`src/rtl/stem_pkg.sv`:
```
// ----------------------------------------------------------------------------
// Six thruster effort mixer package
// Widths, codes, microcode word layout and the microprogram itself.
// ----------------------------------------------------------------------------
package stem_pkg;

   // sizes
   localparam int THRUSTER_COUNT = 6;
   localparam int COLUMN_COUNT   = 4;
   localparam int IDX_W          = 3;
   localparam int KIND_W         = 3;
   localparam int CMD_W          = 16;
   localparam int EFF_W          = 24;
   localparam int COEF_W         = 16;
   localparam int MIX_W          = 48;
   localparam int BETA_W         = 17;
   localparam int PWM_W          = 16;

   // port widths
   localparam int REQ_TDATA_W = 96;
   localparam int RSP_TDATA_W = 24;
   localparam int CSR_INDEX_W = 3;
   localparam int CSR_DATA_W  = 48;

   // datapath widths
   localparam int M1A_W     = 25;
   localparam int M1B_W     = 17;
   localparam int P1_W      = M1A_W + M1B_W;
   localparam int P2A_W     = 35;
   localparam int P2_W      = P2A_W + CMD_W;
   localparam int ACC_W     = 52;
   localparam int ACC_SHIFT = 31;
   localparam int MIXE_W    = ACC_W - ACC_SHIFT;
   localparam int LIM_W     = MIXE_W + 1;

   // divider
   localparam int DIV_N_W   = 40;
   localparam int DIV_D_W   = 16;
   localparam int DIV_Q_W   = DIV_N_W + 1;
   localparam int DIV_STEPS = DIV_N_W;
   localparam int DIV_CNT_W = 6;
   localparam int SUM_W     = DIV_Q_W + 1;

   // fixed-point constants
   localparam logic [BETA_W-1:0] BETA_ONE     = 17'd65536;
   localparam logic [LIM_W-1:0]  LIMIT_MARGIN = 22'd2048;   // 8.0 in Q8.8
   localparam logic [SUM_W-1:0]  PWM_MAX      = 42'd65535;

   // thruster slots
   localparam logic [IDX_W-1:0] THR_MID_PORT = 3'd2;
   localparam logic [IDX_W-1:0] THR_MID_STAR = 3'd3;

   // sequencer
   localparam int UPC_W = 5;

   typedef enum logic [KIND_W-1:0] {
      KIND_HEAVE    = 3'd0,
      KIND_VECTORED = 3'd1,
      KIND_MANUAL   = 3'd2,
      KIND_SEND     = 3'd3,
      KIND_STOP     = 3'd4
   } kind_type;

   typedef enum logic [CSR_INDEX_W-1:0] {
      CSR_BETA       = 3'd0,
      CSR_MAX_THRUST = 3'd1,
      CSR_MIX_FPORT  = 3'd2,
      CSR_MIX_FSTAR  = 3'd3,
      CSR_MIX_BPORT  = 3'd4,
      CSR_MIX_BSTAR  = 3'd5,
      CSR_ZERO_PWM   = 3'd6,
      CSR_FULL_PWM   = 3'd7
   } csr_index_type;

   // first multiplier operand pairs
   typedef enum logic [2:0] {
      M1_NONE, M1_WS_CS, M1_WY_CY, M1_WS_CW, M1_EFF_DIFF
   } m1_sel_type;

   // second multiplier command operand
   typedef enum logic [1:0] {
      M2_NONE, M2_SU, M2_YA, M2_SW
   } m2_sel_type;

   typedef enum logic [1:0] {
      ACC_NONE, ACC_LOAD, ACC_ADD
   } acc_op_type;

   typedef enum logic [2:0] {
      EFF_NONE, EFF_HEAVE, EFF_MANUAL, EFF_CLEAR, EFF_MIX
   } eff_op_type;

   typedef enum logic [1:0] {
      CNT_NONE, CNT_CLEAR, CNT_INC
   } cnt_op_type;

   // jump conditions; jump to target when true, else step on; C_KIND dispatches or waits
   typedef enum logic [2:0] {
      C_NEXT, C_ALWAYS, C_KIND, C_DIV_BUSY, C_OUT_BUSY, C_COL_MORE, C_THR_MORE
   } cond_type;

   typedef struct packed {
      logic              accept;
      m1_sel_type        m1;
      m2_sel_type        m2;
      acc_op_type        acc;
      eff_op_type        eff;
      cnt_op_type        cnt;
      logic              div_start;
      logic              emit;
      cond_type          cond;
      logic [UPC_W-1:0]  target;
   } ucode_type;

   // divider handshake
   typedef struct packed {
      logic               start;
      logic               negative;
      logic [DIV_N_W-1:0] dividend;
      logic [DIV_D_W-1:0] divisor;
   } div_req_type;

   typedef struct packed {
      logic                      busy;
      logic signed [DIV_Q_W-1:0] quotient;
   } div_rsp_type;

   // microprogram addresses
   localparam logic [UPC_W-1:0] UA_IDLE   = 5'd0;
   localparam logic [UPC_W-1:0] UA_HEAVE  = 5'd1;
   localparam logic [UPC_W-1:0] UA_MANUAL = 5'd2;
   localparam logic [UPC_W-1:0] UA_CLEAR  = 5'd3;
   localparam logic [UPC_W-1:0] UA_S_MUL  = 5'd4;
   localparam logic [UPC_W-1:0] UA_S_DIV  = 5'd5;
   localparam logic [UPC_W-1:0] UA_S_WAIT = 5'd6;
   localparam logic [UPC_W-1:0] UA_S_OUT  = 5'd7;
   localparam logic [UPC_W-1:0] UA_S_EMIT = 5'd8;
   localparam logic [UPC_W-1:0] UA_S_DONE = 5'd9;
   localparam logic [UPC_W-1:0] UA_V_0    = 5'd10;
   localparam logic [UPC_W-1:0] UA_V_1    = 5'd11;
   localparam logic [UPC_W-1:0] UA_V_2    = 5'd12;
   localparam logic [UPC_W-1:0] UA_V_3    = 5'd13;
   localparam logic [UPC_W-1:0] UA_V_4    = 5'd14;
   localparam logic [UPC_W-1:0] UA_V_WR   = 5'd15;
   localparam logic [UPC_W-1:0] UA_V_DONE = 5'd16;

   // control store
   function automatic ucode_type ucode_rom(input logic [UPC_W-1:0] addr);
      ucode_type w;
      w.accept    = 1'b0;
      w.m1        = M1_NONE;
      w.m2        = M2_NONE;
      w.acc       = ACC_NONE;
      w.eff       = EFF_NONE;
      w.cnt       = CNT_NONE;
      w.div_start = 1'b0;
      w.emit      = 1'b0;
      w.cond      = C_NEXT;
      w.target    = UA_IDLE;
      case (addr)
         UA_IDLE: begin
            w.accept = 1'b1;
            w.cnt    = CNT_CLEAR;
            w.cond   = C_KIND;
         end
         UA_HEAVE: begin
            w.eff  = EFF_HEAVE;
            w.cond = C_ALWAYS;
         end
         UA_MANUAL: begin
            w.eff  = EFF_MANUAL;
            w.cond = C_ALWAYS;
         end
         UA_CLEAR: begin
            w.eff = EFF_CLEAR;
         end
         // send loop, one thruster per pass
         UA_S_MUL: begin
            w.m1 = M1_EFF_DIFF;
         end
         UA_S_DIV: begin
            w.div_start = 1'b1;
         end
         UA_S_WAIT: begin
            w.cond   = C_DIV_BUSY;
            w.target = UA_S_WAIT;
         end
         UA_S_OUT: begin
            w.cond   = C_OUT_BUSY;
            w.target = UA_S_OUT;
         end
         UA_S_EMIT: begin
            w.emit   = 1'b1;
            w.cnt    = CNT_INC;
            w.cond   = C_THR_MORE;
            w.target = UA_S_MUL;
         end
         UA_S_DONE: begin
            w.cond = C_ALWAYS;
         end
         // mixing loop, one matrix column per pass
         UA_V_0: begin
            w.m1 = M1_WS_CS;
         end
         UA_V_1: begin
            w.m1 = M1_WY_CY;
            w.m2 = M2_SU;
         end
         UA_V_2: begin
            w.m1  = M1_WS_CW;
            w.m2  = M2_YA;
            w.acc = ACC_LOAD;
         end
         UA_V_3: begin
            w.m2  = M2_SW;
            w.acc = ACC_ADD;
         end
         UA_V_4: begin
            w.acc = ACC_ADD;
         end
         UA_V_WR: begin
            w.eff    = EFF_MIX;
            w.cnt    = CNT_INC;
            w.cond   = C_COL_MORE;
            w.target = UA_V_0;
         end
         UA_V_DONE: begin
            w.cond = C_ALWAYS;
         end
         default: begin
            w.cond = C_ALWAYS;
         end
      endcase
      return w;
   endfunction

   // entry point for an accepted word
   function automatic logic [UPC_W-1:0] dispatch(
      input logic [KIND_W-1:0] kind,
      input logic              trav,
      input logic [IDX_W-1:0]  tgt
   );
      logic [UPC_W-1:0] a;
      a = UA_IDLE;
      case (kind)
         KIND_HEAVE:    a = trav ? UA_HEAVE : UA_IDLE;
         KIND_VECTORED: a = trav ? UA_V_0 : UA_IDLE;
         KIND_MANUAL: begin
            a = (trav && (tgt < IDX_W'(THRUSTER_COUNT))) ? UA_MANUAL : UA_IDLE;
         end
         KIND_SEND:     a = UA_S_MUL;
         KIND_STOP:     a = UA_CLEAR;
         default:       a = UA_IDLE;
      endcase
      return a;
   endfunction

   // matrix column to thruster slot: fport, fstar, bport, bstar
   function automatic logic [IDX_W-1:0] col_slot(input logic [1:0] col);
      return {col[1], 1'b0, col[0]};
   endfunction

endpackage

```
`src/rtl/stem_div.sv`:
```
// ----------------------------------------------------------------------------
// Serial floor divider
// Restoring divide of a magnitude by a positive divisor, one quotient bit
// per cycle, then a fix-up step that applies the sign with floor rounding.
// ----------------------------------------------------------------------------
module stem_div (
   input  logic                  clock,
   input  logic                  reset,
   input  stem_pkg::div_req_type div_req,
   output stem_pkg::div_rsp_type div_rsp
);
   import stem_pkg::*;

   logic                      busy_ff, busy_in;
   logic [DIV_CNT_W-1:0]      cnt_ff, cnt_in;
   logic [DIV_D_W-1:0]        rem_ff, rem_in;
   logic [DIV_N_W-1:0]        quo_ff, quo_in;
   logic [DIV_D_W-1:0]        den_ff;
   logic                      neg_ff;
   logic signed [DIV_Q_W-1:0] result_ff, result_in;

   logic [DIV_D_W:0]   shifted;
   logic [DIV_D_W+1:0] trial;
   logic               take;
   logic [DIV_Q_W-1:0] q_ext;

   // one restoring step
   always_comb begin
      shifted = {rem_ff, quo_ff[DIV_N_W-1]};
      trial   = {1'b0, shifted} - {2'b00, den_ff};
      take    = !trial[DIV_D_W+1];
      q_ext   = {1'b0, quo_ff};
   end

   // control and datapath next values
   always_comb begin
      busy_in   = busy_ff;
      cnt_in    = cnt_ff;
      rem_in    = rem_ff;
      quo_in    = quo_ff;
      result_in = result_ff;
      if (div_req.start) begin
         busy_in = 1'b1;
         cnt_in  = DIV_CNT_W'(DIV_STEPS + 1);
         rem_in  = '0;
         quo_in  = div_req.dividend;
      end else if (busy_ff) begin
         cnt_in = cnt_ff - 1'b1;
         if (cnt_ff == DIV_CNT_W'(1)) begin
            busy_in = 1'b0;
            if (neg_ff) begin
               result_in = -(q_ext + DIV_Q_W'(rem_ff != '0));
            end else begin
               result_in = q_ext;
            end
         end else begin
            rem_in = take ? trial[DIV_D_W-1:0] : shifted[DIV_D_W-1:0];
            quo_in = {quo_ff[DIV_N_W-2:0], take};
         end
      end
   end

   always_ff @(posedge clock) begin
      if (reset) begin
         busy_ff <= 1'b0;
         cnt_ff  <= '0;
      end else begin
         busy_ff <= busy_in;
         cnt_ff  <= cnt_in;
      end
   end

   // payload
   always_ff @(posedge clock) begin
      rem_ff    <= rem_in;
      quo_ff    <= quo_in;
      result_ff <= result_in;
      if (div_req.start) begin
         den_ff <= div_req.divisor;
         neg_ff <= div_req.negative;
      end
   end

   assign div_rsp.busy     = busy_ff;
   assign div_rsp.quotient = result_ff;

endmodule

```
`src/rtl/six_thruster_effort_mixer_top.sv`:
```
// ----------------------------------------------------------------------------
// Six thruster effort mixer
// Mixes vectored commands into horizontal thruster efforts, takes heave and
// manual efforts, and turns the six stored efforts into PWM words on send.
//
//   channel | dir | handshake         | word
//   req     | in  | tvalid / tready   | tuser kind, tdata command fields
//   rsp     | out | tvalid / tready   | tdata index and PWM, tlast sixth word
//   csr     | in  | valid / ready     | index, 48-bit data
//
// A microcoded sequencer runs one word at a time. A vectored word takes
// six steps per matrix column on one shared two-stage multiplier. Send
// and stop run the bit-serial divider once per thruster and wait out any
// rsp stall; stop first clears the efforts. Reset is synchronous; it
// clears efforts and loads register defaults.
// ----------------------------------------------------------------------------
module six_thruster_effort_mixer_top (
   input  logic                               clock,
   input  logic                               reset,
   input  logic                               req_tvalid,
   output logic                               req_tready,
   // [0] traversing, [16:1] surge_cmd, [32:17] yaw_cmd, [48:33] sway_cmd,
   // [64:49] heave_cmd, [67:65] target_thruster, [91:68] manual_value
   input  logic [stem_pkg::REQ_TDATA_W-1:0]   req_tdata,
   // [2:0] kind
   input  logic [stem_pkg::KIND_W-1:0]        req_tuser,
   output logic                               rsp_tvalid,
   input  logic                               rsp_tready,
   // [2:0] thruster_index, [18:3] pwm_value
   output logic [stem_pkg::RSP_TDATA_W-1:0]   rsp_tdata,
   output logic                               rsp_tlast,
   input  logic                               csr_valid,
   output logic                               csr_ready,
   input  logic [stem_pkg::CSR_INDEX_W-1:0]   csr_index,
   input  logic [stem_pkg::CSR_DATA_W-1:0]    csr_data
);
   import stem_pkg::*;

   // configuration registers
   logic [BETA_W-1:0] beta_ff;
   logic [PWM_W-1:0]  max_ff;
   logic [MIX_W-1:0]  mix_ff [COLUMN_COUNT];
   logic [PWM_W-1:0]  zero_ff;
   logic [PWM_W-1:0]  full_ff;

   // latched command
   logic signed [CMD_W-1:0] su_ff, ya_ff, sw_ff, hv_ff;
   logic [IDX_W-1:0]        tgt_ff;
   logic signed [EFF_W-1:0] man_ff;

   // sequencer
   logic [UPC_W-1:0] upc_ff, upc_in;
   ucode_type        uc;
   logic [IDX_W-1:0] idx_ff;
   logic             req_accept;

   // datapath
   logic signed [EFF_W-1:0]  eff_ff [THRUSTER_COUNT];
   logic signed [P1_W-1:0]   p1_ff;
   logic signed [P2_W-1:0]   p2_ff;
   logic signed [ACC_W-1:0]  acc_ff;
   logic signed [M1A_W-1:0]  m1_a;
   logic signed [M1B_W-1:0]  m1_b;
   logic signed [CMD_W-1:0]  m2_b;
   logic [BETA_W-1:0]        b_sat, ws;
   logic [BETA_W:0]          wy;
   logic signed [M1B_W-1:0]  pwm_span;
   logic [PWM_W-1:0]         mx;
   logic [MIX_W-1:0]         mix_cur;
   logic signed [EFF_W-1:0]  eff_sel;
   logic signed [MIXE_W-1:0] mix_raw;
   logic signed [LIM_W-1:0]  mix_lim;
   logic signed [EFF_W-1:0]  mix_eff;
   logic signed [P1_W-1:0]   p1_abs;

   // divider and output stage
   div_req_type              div_req;
   div_rsp_type              div_rsp;
   logic signed [SUM_W-1:0]  pwm_sum;
   logic [PWM_W-1:0]         pwm_sat;
   logic                     rsp_valid_ff;
   logic [IDX_W-1:0]         rsp_idx_ff;
   logic [PWM_W-1:0]         rsp_pwm_ff;
   logic                     rsp_last_ff;

   // configuration writes
   assign csr_ready = 1'b1;

   always_ff @(posedge clock) begin
      if (reset) begin
         beta_ff <= 17'd32768;
         max_ff  <= 16'd256;
         for (int i = 0; i < COLUMN_COUNT; i++) begin
            mix_ff[i] <= '0;
         end
         zero_ff <= 16'd1500;
         full_ff <= 16'd1900;
      end else if (csr_valid && csr_ready) begin
         case (csr_index)
            CSR_BETA:       beta_ff   <= csr_data[BETA_W-1:0];
            CSR_MAX_THRUST: max_ff    <= csr_data[PWM_W-1:0];
            CSR_MIX_FPORT:  mix_ff[0] <= csr_data;
            CSR_MIX_FSTAR:  mix_ff[1] <= csr_data;
            CSR_MIX_BPORT:  mix_ff[2] <= csr_data;
            CSR_MIX_BSTAR:  mix_ff[3] <= csr_data;
            CSR_ZERO_PWM:   zero_ff   <= csr_data[PWM_W-1:0];
            CSR_FULL_PWM:   full_ff   <= csr_data[PWM_W-1:0];
            default: ;
         endcase
      end
   end

   // input word capture
   assign uc         = ucode_rom(upc_ff);
   assign req_tready = uc.accept;
   assign req_accept = req_tvalid && req_tready;

   always_ff @(posedge clock) begin
      if (req_accept) begin
         su_ff  <= req_tdata[16:1];
         ya_ff  <= req_tdata[32:17];
         sw_ff  <= req_tdata[48:33];
         hv_ff  <= req_tdata[64:49];
         tgt_ff <= req_tdata[67:65];
         man_ff <= req_tdata[91:68];
      end
   end

   // step counter and jumps
   always_comb begin
      upc_in = UPC_W'(upc_ff + 1'b1);
      case (uc.cond)
         C_NEXT:     upc_in = UPC_W'(upc_ff + 1'b1);
         C_ALWAYS:   upc_in = uc.target;
         C_KIND: begin
            upc_in = req_accept ? dispatch(req_tuser, req_tdata[0], req_tdata[67:65])
                                : upc_ff;
         end
         C_DIV_BUSY: if (div_rsp.busy) upc_in = uc.target;
         C_OUT_BUSY: if (rsp_valid_ff && !rsp_tready) upc_in = uc.target;
         C_COL_MORE: if (idx_ff != IDX_W'(COLUMN_COUNT - 1)) upc_in = uc.target;
         C_THR_MORE: if (idx_ff != IDX_W'(THRUSTER_COUNT - 1)) upc_in = uc.target;
         default:    upc_in = UA_IDLE;
      endcase
   end

   always_ff @(posedge clock) begin
      if (reset) begin
         upc_ff <= UA_IDLE;
         idx_ff <= '0;
      end else begin
         upc_ff <= upc_in;
         case (uc.cnt)
            CNT_CLEAR: idx_ff <= '0;
            CNT_INC:   idx_ff <= idx_ff + 1'b1;
            default: ;
         endcase
      end
   end

   // derived weights and scale
   always_comb begin
      b_sat    = (beta_ff > BETA_ONE) ? BETA_ONE : beta_ff;
      ws       = BETA_ONE - b_sat;
      wy       = {b_sat, 1'b0};
      pwm_span = $signed({1'b0, full_ff}) - $signed({1'b0, zero_ff});
      mx       = (max_ff == '0) ? PWM_W'(1) : max_ff;
      mix_cur  = mix_ff[idx_ff[1:0]];
      eff_sel  = eff_ff[idx_ff];
   end

   // first multiplier operand select
   always_comb begin
      m1_a = '0;
      m1_b = '0;
      case (uc.m1)
         M1_WS_CS: begin
            m1_a = $signed({{(M1A_W-BETA_W){1'b0}}, ws});
            m1_b = M1B_W'($signed(mix_cur[COEF_W-1:0]));
         end
         M1_WY_CY: begin
            m1_a = $signed({{(M1A_W-BETA_W-1){1'b0}}, wy});
            m1_b = M1B_W'($signed(mix_cur[2*COEF_W-1:COEF_W]));
         end
         M1_WS_CW: begin
            m1_a = $signed({{(M1A_W-BETA_W){1'b0}}, ws});
            m1_b = M1B_W'($signed(mix_cur[3*COEF_W-1:2*COEF_W]));
         end
         M1_EFF_DIFF: begin
            m1_a = M1A_W'(eff_sel);
            m1_b = pwm_span;
         end
         default: ;
      endcase
   end

   // second multiplier operand select
   always_comb begin
      case (uc.m2)
         M2_SU:   m2_b = su_ff;
         M2_YA:   m2_b = ya_ff;
         M2_SW:   m2_b = sw_ff;
         default: m2_b = '0;
      endcase
   end

   // multiplier stages and accumulator
   always_ff @(posedge clock) begin
      if (uc.m1 != M1_NONE) begin
         p1_ff <= m1_a * m1_b;
      end
      if (uc.m2 != M2_NONE) begin
         p2_ff <= $signed(p1_ff[P2A_W-1:0]) * m2_b;
      end
      case (uc.acc)
         ACC_LOAD: acc_ff <= ACC_W'(p2_ff);
         ACC_ADD:  acc_ff <= acc_ff + ACC_W'(p2_ff);
         default: ;
      endcase
   end

   // floor to Q16.8 and thrust limit
   always_comb begin
      mix_raw = acc_ff[ACC_W-1:ACC_SHIFT];
      if (LIM_W'(mix_raw) > $signed({{(LIM_W-PWM_W){1'b0}}, mx})) begin
         mix_lim = $signed({{(LIM_W-PWM_W){1'b0}}, mx}) - $signed(LIMIT_MARGIN);
      end else begin
         mix_lim = LIM_W'(mix_raw);
      end
      mix_eff = EFF_W'(mix_lim);
   end

   // stored efforts
   always_ff @(posedge clock) begin
      if (reset) begin
         for (int i = 0; i < THRUSTER_COUNT; i++) begin
            eff_ff[i] <= '0;
         end
      end else begin
         case (uc.eff)
            EFF_HEAVE: begin
               eff_ff[THR_MID_PORT] <= EFF_W'(hv_ff);
               eff_ff[THR_MID_STAR] <= EFF_W'(hv_ff);
            end
            EFF_MANUAL: eff_ff[tgt_ff] <= man_ff;
            EFF_CLEAR: begin
               for (int i = 0; i < THRUSTER_COUNT; i++) begin
                  eff_ff[i] <= '0;
               end
            end
            EFF_MIX: eff_ff[col_slot(idx_ff[1:0])] <= mix_eff;
            default: ;
         endcase
      end
   end

   // divide effort times span by the thrust scale
   always_comb begin
      p1_abs           = p1_ff[P1_W-1] ? -p1_ff : p1_ff;
      div_req.start    = uc.div_start;
      div_req.negative = p1_ff[P1_W-1];
      div_req.dividend = p1_abs[DIV_N_W-1:0];
      div_req.divisor  = mx;
   end

   stem_div u_div (
      .clock   (clock),
      .reset   (reset),
      .div_req (div_req),
      .div_rsp (div_rsp)
   );

   // offset and saturate
   always_comb begin
      pwm_sum = $signed({{(SUM_W-PWM_W){1'b0}}, zero_ff}) + SUM_W'(div_rsp.quotient);
      if (pwm_sum < 0) begin
         pwm_sat = '0;
      end else if (pwm_sum > $signed(PWM_MAX)) begin
         pwm_sat = '1;
      end else begin
         pwm_sat = pwm_sum[PWM_W-1:0];
      end
   end

   // output register
   always_ff @(posedge clock) begin
      if (reset) begin
         rsp_valid_ff <= 1'b0;
      end else if (uc.emit) begin
         rsp_valid_ff <= 1'b1;
      end else if (rsp_tready) begin
         rsp_valid_ff <= 1'b0;
      end
   end

   always_ff @(posedge clock) begin
      if (uc.emit) begin
         rsp_idx_ff  <= idx_ff;
         rsp_pwm_ff  <= pwm_sat;
         rsp_last_ff <= (idx_ff == IDX_W'(THRUSTER_COUNT - 1));
      end
   end

   assign rsp_tvalid = rsp_valid_ff;
   assign rsp_tdata  = {{(RSP_TDATA_W-PWM_W-IDX_W){1'b0}}, rsp_pwm_ff, rsp_idx_ff};
   assign rsp_tlast  = rsp_last_ff;

endmodule

```
`config.mk`:
```
export PLATFORM = sky130hd
export DESIGN_NAME = six_thruster_effort_mixer_top
export DESIGN_NICKNAME = d
export VERILOG_FILES = /design/src/rtl/stem_pkg.sv /design/src/rtl/stem_div.sv /design/src/rtl/six_thruster_effort_mixer_top.sv
export SDC_FILE = /design/constraint.sdc
export NUM_CORES = 2
export LEC_CHECK = 0
export ABC_AREA = 1
export ABC_CLOCK_PERIOD_IN_PS = 22100
export BUFFER_PORTS_ARGS = -buffer_cell sky130_fd_sc_hd__clkbuf_2
export CAP_MARGIN = 20
export CORE_UTILIZATION = 55
export DETAILED_ROUTE_END_ITERATION = 16
export PLACE_DENSITY_LB_ADDON = 0.08
export SLEW_MARGIN = 5
export SYNTH_ARGS = -nofsm -noshare
export SYNTH_HDL_FRONTEND = slang
export SYNTH_SLANG_ARGS = --single-unit
export TNS_END_PERCENT = 5
```
`constraint.sdc`:
```
create_clock -name clock -period 22.1 [get_ports clock]
set_input_delay 1.105 -clock clock [delete_from_list [all_inputs] [get_ports clock]]
set_output_delay 1.105 -clock clock [all_outputs]
set_load 0.01 [all_outputs]
```
Word-level counts from Yosys, hierarchy flattened
Memory sizes are Yosys's and may differ from the RTL's. A register that Yosys moved wholly into a read port is not among the register bits.
Index checks and enable logic that the tools add are counted.
{ "op_classes": {"reduce_logical": 31, "order_cmp": 5, "shift": 0, "add_sub_neg": 12, "n_mux": 94, "bitwise_logic": 14, "n_eq_ne": 52, "n_div": 0, "multipliers": 2} }
{ "op_table": {"columns": ["op", "count"], "rows": [
  ["$mux W24", 10],
  ["$mux W40", 5],
  ["$mux W48", 4],
  ["$pmux W52 S2", 1],
  ["$pmux W25 S3", 1],
  ["$pmux W17 S4", 1],
  ["$add A52 B51 Y52", 1],
  ["$mul A35 B16 Y51", 1],
  ["$mux W16", 3],
  ["$pmux W16 S3", 1],
  ["$reduce_or A24 Y1", 2],
  ["$add A17 B41 Y42", 1],
  ["$gt A42 B17 Y1 const B", 1],
  ["$lt A42 B1 Y1 const B", 1],
  ["$mul A25 B17 Y42", 1],
  ["$add A40 B1 Y41", 1],
  ["$mux W1", 41],
  ["$neg A41 Y41", 1],
  ["$neg A40 Y40", 1],
  ["$eq A5 B4 Y1 const B", 7],
  ["$pmux W5 S7", 1],
  ["$eq A3 B3 Y1 const B", 11],
  ["$eq A3 B2 Y1 const B", 10],
  ["$mux W5", 5],
  ["47 further kinds", 98]
]} }
{ "totals": {"rom_bits": 0, "inputBits": 155, "elab_cells": 240, "ram_bits": 336, "memories": 2, "register_bits": 451, "latch_bits": 0} }
{ "mem_list": {"columns": ["name", "depth", "word_bits", "rd", "rd_ports_with_merged_regs", "write_ports", "line", "rtl"], "rows": [
  ["mix_ff", 4, 48, 1, 1, 4, "six_thruster_effort_mixer_top.sv:42", "logic [MIX_W-1:0] mix_ff [COLUMN_COUNT];"],
  ["eff_ff", 6, 24, 1, 1, 6, "six_thruster_effort_mixer_top.sv:58", "logic signed [EFF_W-1:0] eff_ff [THRUSTER_COUNT];"]
]} }

Depth between registers and ports, before layout
{ "logic_depth": {"depth_word": 9, "ltp_mapped": 46, "depth_no_buf": 44} }

By module
From an unflattened synthesis, not the netlist that was laid out.
{ "hier_totals": {"hier_cells": 9664, "area_unflattened_um2": 80822.5} }
{ "modules_own_cells": {"columns": ["mod", "area_each_um2", "instances", "cells_per_inst"], "rows": [
  ["six_thruster_effort_mixer_top", 71847.7, 1, 8398],
  ["stem_div", 8974.9, 1, 1266]
]} }

Worst setup path after synthesis
No wires, ideal clock.
{ "synth_path": {"path_kind": "register to register", "from": "reg full_ff[0]", "to": "reg p1_ff[35], data pin", "path_stages_with_launch": 41, "synth_period_minus_slack_ps": 7454, "t_arrival_ps": 7194, "path_slack_ps": 14646, "cell_sequence": "dfxtp_1 inv_1 ha_1 fa_1 inv_1 nand3_1 nand2_1 nand2_1 nand2_1 a21oi_1 nor2_1 o22ai_1 o21ai_0 nand2_1 nand3b_1 nand3_1 nand2_1 buf_2 (+5 left out) fa_1 fa_1 inv_1 fa_1 inv_1 ha_1 a21oi_1 inv_1 a21oi_1 o221ai_1 or2_2 a21oi_1 inv_1 nand2_1 nand2_1 nand2_1 nand2_1 xor2_1"} }
{ "synth_via": {"elab_chain_cells": 3} }
{ "synth_rtl": {"columns": ["item", "line", "rtl"], "rows": [
  ["start: declaration", "six_thruster_effort_mixer_top.sv:44", "logic [PWM_W-1:0] full_ff;"],
  ["start signal: assignment", "six_thruster_effort_mixer_top.sv:107", "CSR_FULL_PWM: full_ff <= csr_data[PWM_W-1:0];"],
  ["$sub A16 B16 Y17", "six_thruster_effort_mixer_top.sv:166", "pwm_span = $signed({1'b0, full_ff}) - $signed({1'b0, zero_ff});"],
  ["$pmux W17 S4", "six_thruster_effort_mixer_top.sv:176", "case (uc.m1)"],
  ["$mul A25 B17 Y42", "six_thruster_effort_mixer_top.sv:210", "p1_ff <= m1_a * m1_b;"],
  ["end signal: assignment", "six_thruster_effort_mixer_top.sv:210", null],
  ["end: declaration", "six_thruster_effort_mixer_top.sv:59", "logic signed [P1_W-1:0] p1_ff;"]
]} }
Every way passes these cells.
A chain may end at the register's enable or synchronous reset.

==> metrics.yaml <==
clock_network:
  cts_tree: "built"
  cts_max_level: 3
  cts_buffers: 93
  clock-root-buffer: "clkbuf_16"
  clock_path_buffers: 3
  cts_setup_buffers: 0
  hold_buffers: 0
  clk_latency_ns: 0.76
  clk_pin_slew_ns: 0.06
  cts_resized: 0
  clkSinkCount: 837
synth:
  yosys-top-cells-count: "inv_1 (1825), nand2_1 (1625), nor2_1 (1289), fa_1 (939), edfxtp_1 (737)"
  netlist_instances: 9424
  synth_top_area_share_pct: 27.70
  yosysMostFrequentCell: "inv_1"
  synth.avg_cell_area_sq_um: 8.479
  yosysSeqAreaShare_pct: 30.20
  synth_edf_count: 737
  synthTopCellsByArea: "edfxtp_1 (28%), fa_1 (24%), inv_1 (8.6%), nand2_1 (7.6%), ha_1 (6.1%)"
  yosys_warnings: 0
  synth_top_flop_cell: "edfxtp_1"
  yosys.area.top_type: "edfxtp_1"
  synth_cell_type_count: 70
  async_flop_share_pct: 0
  syn_area_sq_mm: 0.07991
  synth_seq_cells: 837
grt:
  grt_max_degree: 95
  grt_pass1_wl_microns: 381000
  track_usage_pct: 34.26
  grt_overflow: 0
  grt_pass1_vias: 64334
  antenna_found_initial: 2
power:
  p_leak_nw: 37.90
  internal_power_w: 0.002898
  pwr-share-seq_pct: 47.5
  powerDensity_mw_per_mm2: 47.11
  p_comb_share_pct: 13.5
  power_w: 0.004037
  clkPwrFrac_pct: 39.0
  ir_drop_v: 0.00006453
  p_sw_w: 0.001140
  switching_share_pct: 28.23
layout:
  drive_gt1_share_pct: 6.192
  fin_util_pct: 59.58
  layout-area-overhead-vs-synth_pct: 7.246
  final_nets: 10937
  n_antenna_cell: 0
detailed_routing:
  drtAntennaViolNets: 0
  drt-initial-drc-count: 5813
  dr.pass1.iters: 14
  wirelength_microns: 246600
  post_drt_wl_per_cell_microns: 21.57
  drc: 12
  viasPerCell: 5.673
  vias: 64849
sta:
  fin_setup_tns_ns: 0
  final-max-slew-violation-count: 0
  worst_clock_skew_ns: 0.07178
  fmax_ghz: 0.09768
  rsz0062_at_grt: "false"
  worst_slew_margin_rel_pct: 22.93
  finalHoldViolations: 0
  timing.final.setup_violations: 0
  period_share_pct: 46.33
  tightest_slew_ns: 1.148
  fin_crit_ns: 10.24
  holdWs_ns: 0.4473
worst_setup_path:
  cp-start-kind: "flip-flop"
  crit_required_ns: 22.60
  path_class: "flip-flop to flip-flop"
  rr_worst_depth: 27
  worstPathArrival_ns: 10.73
  cp_max_fo: 94
  end_kind: "flip-flop"
floorplanning:
  dieArea_sq_mm: 0.1468
  num_io_pins: 183
  die_h_microns: 383.2
  die_w_microns: 383.2
  rows: 139
  start_util_pct: 55.56
  core-area_sq_mm: 0.1438
run_status:
  violations: "DRC"
  status: "complete, but fails checks"
worst_hold_path:
  hold_depth: 0
  hp-class: "flip-flop to flip-flop"
placement:
  hpwl_microns: 190200
  gp_congestion: 0.9579
  portBuffers: 172
job:
  cap_violations: 0
-- per-layer routing --
layer	GRT usage, %	vias up	share of wire, %
met4	13.21	2	4.4
met2	54.92	2636	46
met5	0	-	0.0024
li1	-	29820	-
met3	5.509	521	7.8
met1	46.71	31870	42
-- cell usage in the layout (no fill, tap or decap), types with 11 or more instances in the layout --
| master | n |
|---|---|
| a21oi_2 | 11 |
| a21boi_0 | 11 |
| clkinv_2 | 16 |
| a211oi_1 | 13 |
| a31oi_1 | 76 |
| nand2_1 | 1620 |
| buf_4 | 92 |
| nor2_2 | 16 |
| nand3b_1 | 17 |
| xnor2_1 | 67 |
| inv_1 | 1822 |
| a21oi_1 | 430 |
| o22ai_1 | 59 |
| o21ai_1 | 45 |
| nor2_1 | 1284 |
| o21ai_0 | 580 |
| nand4_1 | 55 |
| nand3_1 | 260 |
| edfxtp_1 | 737 |
| o221ai_1 | 46 |
| a21o_1 | 19 |
| clkbuf_1 | 21 |
| fa_1 | 939 |
| clkbuf_16 | 93 |
| o21bai_1 | 18 |
| ha_1 | 391 |
| clkbuf_2 | 172 |
| inv_2 | 45 |
| a22o_1 | 15 |
| nor3_1 | 60 |
| nor4_1 | 23 |
| nand2_2 | 16 |
| o211ai_1 | 31 |
| clkinv_1 | 22 |
| dfxtp_1 | 98 |
| or2_2 | 44 |
| xor2_1 | 120 |
-- area by class of cell --
type / count / area, sq um
Clock buffer: 115 / 2420
Clock inverter: 57 / 655.6
Fill cell: 12930 / 58130
Inverter: 1873 / 7038
Multi-Input combinational cell: 6380 / 47470
Sequential cell: 837 / 24140
Tap cell: 1903 / 2381
Timing Repair Buffer: 267 / 1598
-- registers in the layout, summed over array words and instances, names as in the netlist, 6 cells and up, named ones only --
| signal | cells |
|---|---|
| p2_ff | 51 |
| zero_ff | 16 |
| u_div.den_ff | 16 |
| sw_ff | 16 |
| mix_ff | 192 |
| full_ff | 16 |
| man_ff | 24 |
| u_div.quo_ff | 40 |
| rsp_pwm_ff | 16 |
| p1_ff | 41 |
| max_ff | 16 |
| beta_ff | 17 |
| ya_ff | 16 |
| hv_ff | 16 |
| u_div.cnt_ff | 6 |
| acc_ff | 52 |
| su_ff | 16 |
| eff_ff | 192 |
| u_div.rem_ff | 16 |
| u_div.result_ff | 41 |
-- worst max-delay path, cell delays in order (launching register included) --
cell,delay [ns]
dfxtp_4,0.77
inv_6,0.42
buf_4,0.42
buf_4,0.38
o21ai_0,0.23
o22ai_1,0.14
a221oi_1,0.83
nand2_1,0.54
inv_2,0.53
nor2_1,0.14
fa_1,0.58
fa_1,0.43
fa_1,0.51
fa_1,0.52
fa_1,0.55
inv_1,0.05
fa_1,0.53
inv_1,0.04
ha_1,0.39
a21o_1,0.21
a21oi_1,0.28
o21ai_0,0.14
nor3_1,0.41
o21bai_1,0.16
a21oi_1,0.27
inv_1,0.07
a21oi_1,0.19
xnor2_1,0.09
-- through the flow --
stage / setup WS, ns / cells / area, sq um
after detailed placement: 12.12 / 11257 / 82580
after CTS: 12.13 / 11429 / 85650
after global placement: 12.19 / 11257 / 82580
after global routing: 11.50 / 11432 / 85700
after floorplan: 14.65 / 9428 / 79920
final: 11.86 / 11432 / 85700
-- path summary, 6_finish.rpt --
kind                   from              end  slack [ns]
setup / recovery  flip-flop        p1_ff[32]       11.86
hold / removal    max_ff[8]  u_div.den_ff[8]        0.45
setup reg to reg  flip-flop        p1_ff[32]       11.86
hold reg to reg   max_ff[8]  u_div.den_ff[8]        0.45
-- cells by family (layout without fill, tap and decap cells) --
kind of cell | Yosys count | in the layout | synth area share (%)
xor+xnor | 187 | 187 | 2.050
simple gates | 3436 | 3436 | 17.47
fa+ha+maj | 1330 | 1330 | 29.65
compound gates | 1421 | 1421 | 10.03
flops | 837 | 837 | 30.20
buf+inv | 2211 | 2312 | 10.59
other cells | 2 | 6 | 0.009398
-- power groups by stage --
stage	combinational [W]	sequential [W]	clock (W)
4_1_cts	0.000533	0.00192	0.00159
5_1_grt	0.000600	0.00193	0.00165
2_1_floorplan	0.000362	0.00193	0
6_report	0.000544	0.00192	0.00158
3_5_place_dp	0.000529	0.00195	0
3_3_place_gp	0.000521	0.00195	0
Power figures use the tool's default switching activity.
